<file path="config.mk">
export PLATFORM = sky130hd
export DESIGN_NAME = dgt_quad
export DESIGN_NICKNAME = d
export VERILOG_FILES = /design/src/hdl/dgt_pkg.sv /design/src/hdl/dgt_quad.sv
export SDC_FILE = /design/constraint.sdc
export NUM_CORES = 1
export LEC_CHECK = 0
export ABC_AREA = 1
export BUFFER_PORTS_ARGS = -buffer_cell sky130_fd_sc_hd__buf_2
export CORE_UTILIZATION = 25
export DETAILED_ROUTE_END_ITERATION = 16
export GPL_TIMING_DRIVEN = 0
export PLACE_DENSITY = 0.72
export SLEW_MARGIN = 10
export SYNTH_ARGS = -nofsm -noshare
export SYNTH_HDL_FRONTEND = slang
export SYNTH_SLANG_ARGS = --single-unit
</file>
<file path="constraint.sdc">
create_clock -name vclk -period 2.45
set_input_delay 0.245 -clock vclk [all_inputs]
set_output_delay 0.245 -clock vclk [all_outputs]
set_load 0.05 [all_outputs]
</file>
<file path="src/hdl/dgt_pkg.sv">
`default_nettype none
// ----------------------------------------------------------------------------
// dgt_pkg
// Shared types and constants of the depth grid triangulator.
// ----------------------------------------------------------------------------
package dgt_pkg;

    localparam int DEF_MAX_WIDTH  = 1024;
    localparam int DEF_MAX_HEIGHT = 1024;
    localparam int DEF_DEPTH_BITS = 16;

    localparam int IDX_W   = 20;          // vertex index width
    localparam int ENTRY_W = IDX_W + 1;   // valid bit on top of the index
    localparam int CFG_AW  = 8;
    localparam int CFG_DW  = 16;
    localparam int DIM_W   = 11;
    localparam int COORD_W = 10;
    localparam int VDEP_W  = 16;

    // configuration register indexes
    localparam logic [CFG_AW-1:0] REG_MIN_DEPTH    = 8'd0;
    localparam logic [CFG_AW-1:0] REG_MAX_DEPTH    = 8'd1;
    localparam logic [CFG_AW-1:0] REG_FRAME_WIDTH  = 8'd2;
    localparam logic [CFG_AW-1:0] REG_FRAME_HEIGHT = 8'd3;

    localparam logic [15:0]      RST_MIN_DEPTH    = 16'd0;
    localparam logic [15:0]      RST_MAX_DEPTH    = 16'd65535;
    localparam logic [DIM_W-1:0] RST_FRAME_WIDTH  = 11'd640;
    localparam logic [DIM_W-1:0] RST_FRAME_HEIGHT = 11'd480;

    // record kinds
    localparam logic KIND_VERTEX = 1'b0;
    localparam logic KIND_FACE   = 1'b1;

    localparam logic [ENTRY_W-1:0] BAD_MARK = '0;

    typedef struct packed {
        logic [IDX_W-1:0] a;
        logic [IDX_W-1:0] b;
        logic [IDX_W-1:0] c;
    } face_t;

    typedef struct packed {
        logic [1:0] count;
        face_t      f0;
        face_t      f1;
    } faces_t;

endpackage
`default_nettype wire

</file>
<file path="src/hdl/dgt_quad.sv">
`default_nettype none
// ----------------------------------------------------------------------------
// dgt_quad
// Classifies one 2x2 quad of vertex entries and forms its triangles.
// ----------------------------------------------------------------------------
module dgt_quad (
    input  wire logic                          en,
    input  wire logic [dgt_pkg::ENTRY_W-1:0]   tl,
    input  wire logic [dgt_pkg::ENTRY_W-1:0]   tr,
    input  wire logic [dgt_pkg::ENTRY_W-1:0]   bl,
    input  wire logic [dgt_pkg::ENTRY_W-1:0]   br,
    output dgt_pkg::faces_t                    faces
);
    import dgt_pkg::*;

    logic             vtl, vtr, vbl, vbr;
    logic [2:0]       bad_cnt;
    logic [IDX_W-1:0] itl, itr, ibl, ibr;

    assign vtl = tl[ENTRY_W-1];
    assign vtr = tr[ENTRY_W-1];
    assign vbl = bl[ENTRY_W-1];
    assign vbr = br[ENTRY_W-1];
    assign itl = tl[IDX_W-1:0];
    assign itr = tr[IDX_W-1:0];
    assign ibl = bl[IDX_W-1:0];
    assign ibr = br[IDX_W-1:0];

    assign bad_cnt = {2'b00, ~vtl} + {2'b00, ~vtr} + {2'b00, ~vbl} + {2'b00, ~vbr};

    always_comb begin
        faces.count = 2'd0;
        faces.f0    = '{a: itl, b: itr, c: ibr};
        faces.f1    = '{a: itl, b: ibl, c: ibr};
        if (en) begin
            case (bad_cnt)
                3'd0: begin
                    faces.count = 2'd2;
                end
                3'd1: begin
                    faces.count = 2'd1;
                    // the three good corners, kept in tl, tr, bl, br order
                    if (!vtl) begin
                        faces.f0 = '{a: itr, b: ibl, c: ibr};
                    end else if (!vtr) begin
                        faces.f0 = '{a: itl, b: ibl, c: ibr};
                    end else if (!vbl) begin
                        faces.f0 = '{a: itl, b: itr, c: ibr};
                    end else begin
                        faces.f0 = '{a: itl, b: itr, c: ibl};
                    end
                end
                default: begin
                    faces.count = 2'd0;
                end
            endcase
        end
    end

endmodule
`default_nettype wire

</file>
==> flow_summary.yaml <==
route:
  vias_per_cell: 4.51
  avgRoutedWirePerCell_um: 14.9
  drt_pass1_iterations: 4
  wl_um: 8510
  drtIter0Drc: 72
  num_vias: 2581
  route.detailed.drc: 0
  ant_nets: 0
synth:
  seq_area_frac_synth_pct: 0
  yosys.area.top_type: "buf_4"
  syn_nets: 368
  ys_warn_count: 0
  synth_area_um2: 1530
  synth_top_area_share_pct: 29.9
  syn_inst: 280
  yosys-top-cells-area: "buf_4, nand2_1, nand3_1"
  synth.avg_cell_area_um2: 5.48
  synth.distinct_cells: 14
floorplanning:
  fp.dieH_um: 80.3
  initial_utilization_pct: 25.9
  coreArea_um2: 5920
  io_pins: 207
  rows: 28
  die_x_um: 80.3
  dieArea_um2: 6450
worst_setup_path:
  critPathMaxFanout: 5
  slowest_stage: "fa_1"
  critPathCaptureType: "primary output"
  worst_setup_path_start_kind: "input pin"
  path_class: "in2out"
  crit_chain: "buf_2 -> inv_1 -> fa_1 -> ha_2 -> ha_4 -> inv_2 -> nand2_4 -> nor2_4 -> buf_6 -> nand3_2 -> nand2_2 -> buf_8"
  slowest_delay_ps: 490
  crit_required_ps: 2200
  cp.arrival_ps: 2180
finish:
  drive_above_1_share_pct: 84.3
  layout_common_cells: "buf_2, buf_4, nand2_1"
  nFlopsAndLatches: 0
  n_antenna_cell: 0
  fillers: 502
  final_common_cell: "buf_2"
  syn_to_final_growth_pct: 158
  nClkBuffers: 0
  nets: 587
  seq_area_um2: 0
timing:
  rsz0062_at_grt: "true"
  fin_setup_tns_ps: 0
  tightest_slew_ps: 817
  fin_crit_ps: 2430
  max_freq_mhz: 412
  setup_viol_count_final: 0
  final_max_slew_viol_count: 0
  slew_headroom_pct: 45.5
  period_share_pct: 99.1
  hold_viol: 0
  hold_ws_ps: 837
global_route:
  grt_max_degree: 11
  antenna_found_initial: 0
  first_global_vias: 2297
  grt_pass1_wl_um: 11500
  grt_overflow: 0
  track_usage_pct: 22.5
power_and_ir_drop:
  p_leak_nw: 2.09
  power_density_nw_per_um2: 369
  peakVddDrop_mv: 0.197
clock_tree:
  cts_hold_buffers: 0
place:
  portBuffers: 207
  place.gp.congestion: 0.851
  dp_hpwl_um: 5990
hold_path:
  hold_path_class: "in2out"
job:
  drv_cap: 0
outcome:
  status: "completed"
-- through the flow --
| step | cell area, um^2 | utilization [%] | power (mW) | setup WS [ps] | instances |
|---|---|---|---|---|---|
| global placement | 2860 | 48.3 | 1.10 | -505 | 562 |
| global route | 3960 | 66.9 | 1.52 | -90.0 | 572 |
| CTS | 3480 | 58.8 | 1.32 | -19.6 | 571 |
| floorplan | 1730 | - | 0.843 | -43.3 | 280 |
| detailed placement | 2860 | 48.3 | 1.11 | -551 | 562 |
| finish | 3960 | 66.9 | 1.46 | 21.8 | 572 |
-- cells by family after synthesis --
| kind of cell | after synthesis | share of synthesized area [%] |
|---|---|---|
| simple gates | 191 | 55.0 |
| buf+inv | 86 | 42.1 |
| fa+ha+maj | 3 | 2.94 |
-- critical path: cells and delay by family --
| family | cells | cell delay (ps) |
|---|---|---|
| adders and majority gates | 3 | 900 |
| buffers and inverters | 5 | 530 |
| and+or+nand+nor | 4 | 510 |
-- final timing paths --
path	end	cells past startpoint	startpoint	slack (ps)
max	faces[84]	12	tr[20]	20
min	faces[64]	4	br[4]	840
-- metal layers --
layer	up-vias	share of wire [%]	global-route usage (%)
li1	1266	-	-
met1	1223	41	29.1
met2	80	54	42.1
met3	12	2.9	1.02
met4	0	1.9	1.96
met5	-	0	0
-- layout make-up --
class / instances / area [um^2] / area share [%]
multi-input cells: 195 / 1490 / 37.6
inverters: 8 / 32.5 / 0.821
plain buffers: 77 / 614 / 15.5
repair buffers: 217 / 1730 / 43.7
well taps: 75 / 93.8 / 2.37
-- synthesized netlist by cell type --
library cell and n:
nand2_2 3, nor2_8 1, clkbuf_1 2, buf_4 61
nor2_2 3, nand2_1 120, buf_6 12, inv_1 8
nor3_1 1, nand3_1 60, fa_1 1, ha_1 2
nand3_2 3, buf_2 3
-- where the power goes --
group	switching [mW]	internal (mW)	leakage (nW)
registers	0	0	0
logic	0.924	0.540	2.09
clock network	0	0	0
-- timing repair --
action                     CTS  global route
setup endpoints to repair   62            61
gates cloned                 6             1
pin swaps                   26            49
resized for setup          165           105
setup buffers                3             1
hold endpoints to repair     0             0
Power figures use the tool's default switching activity.
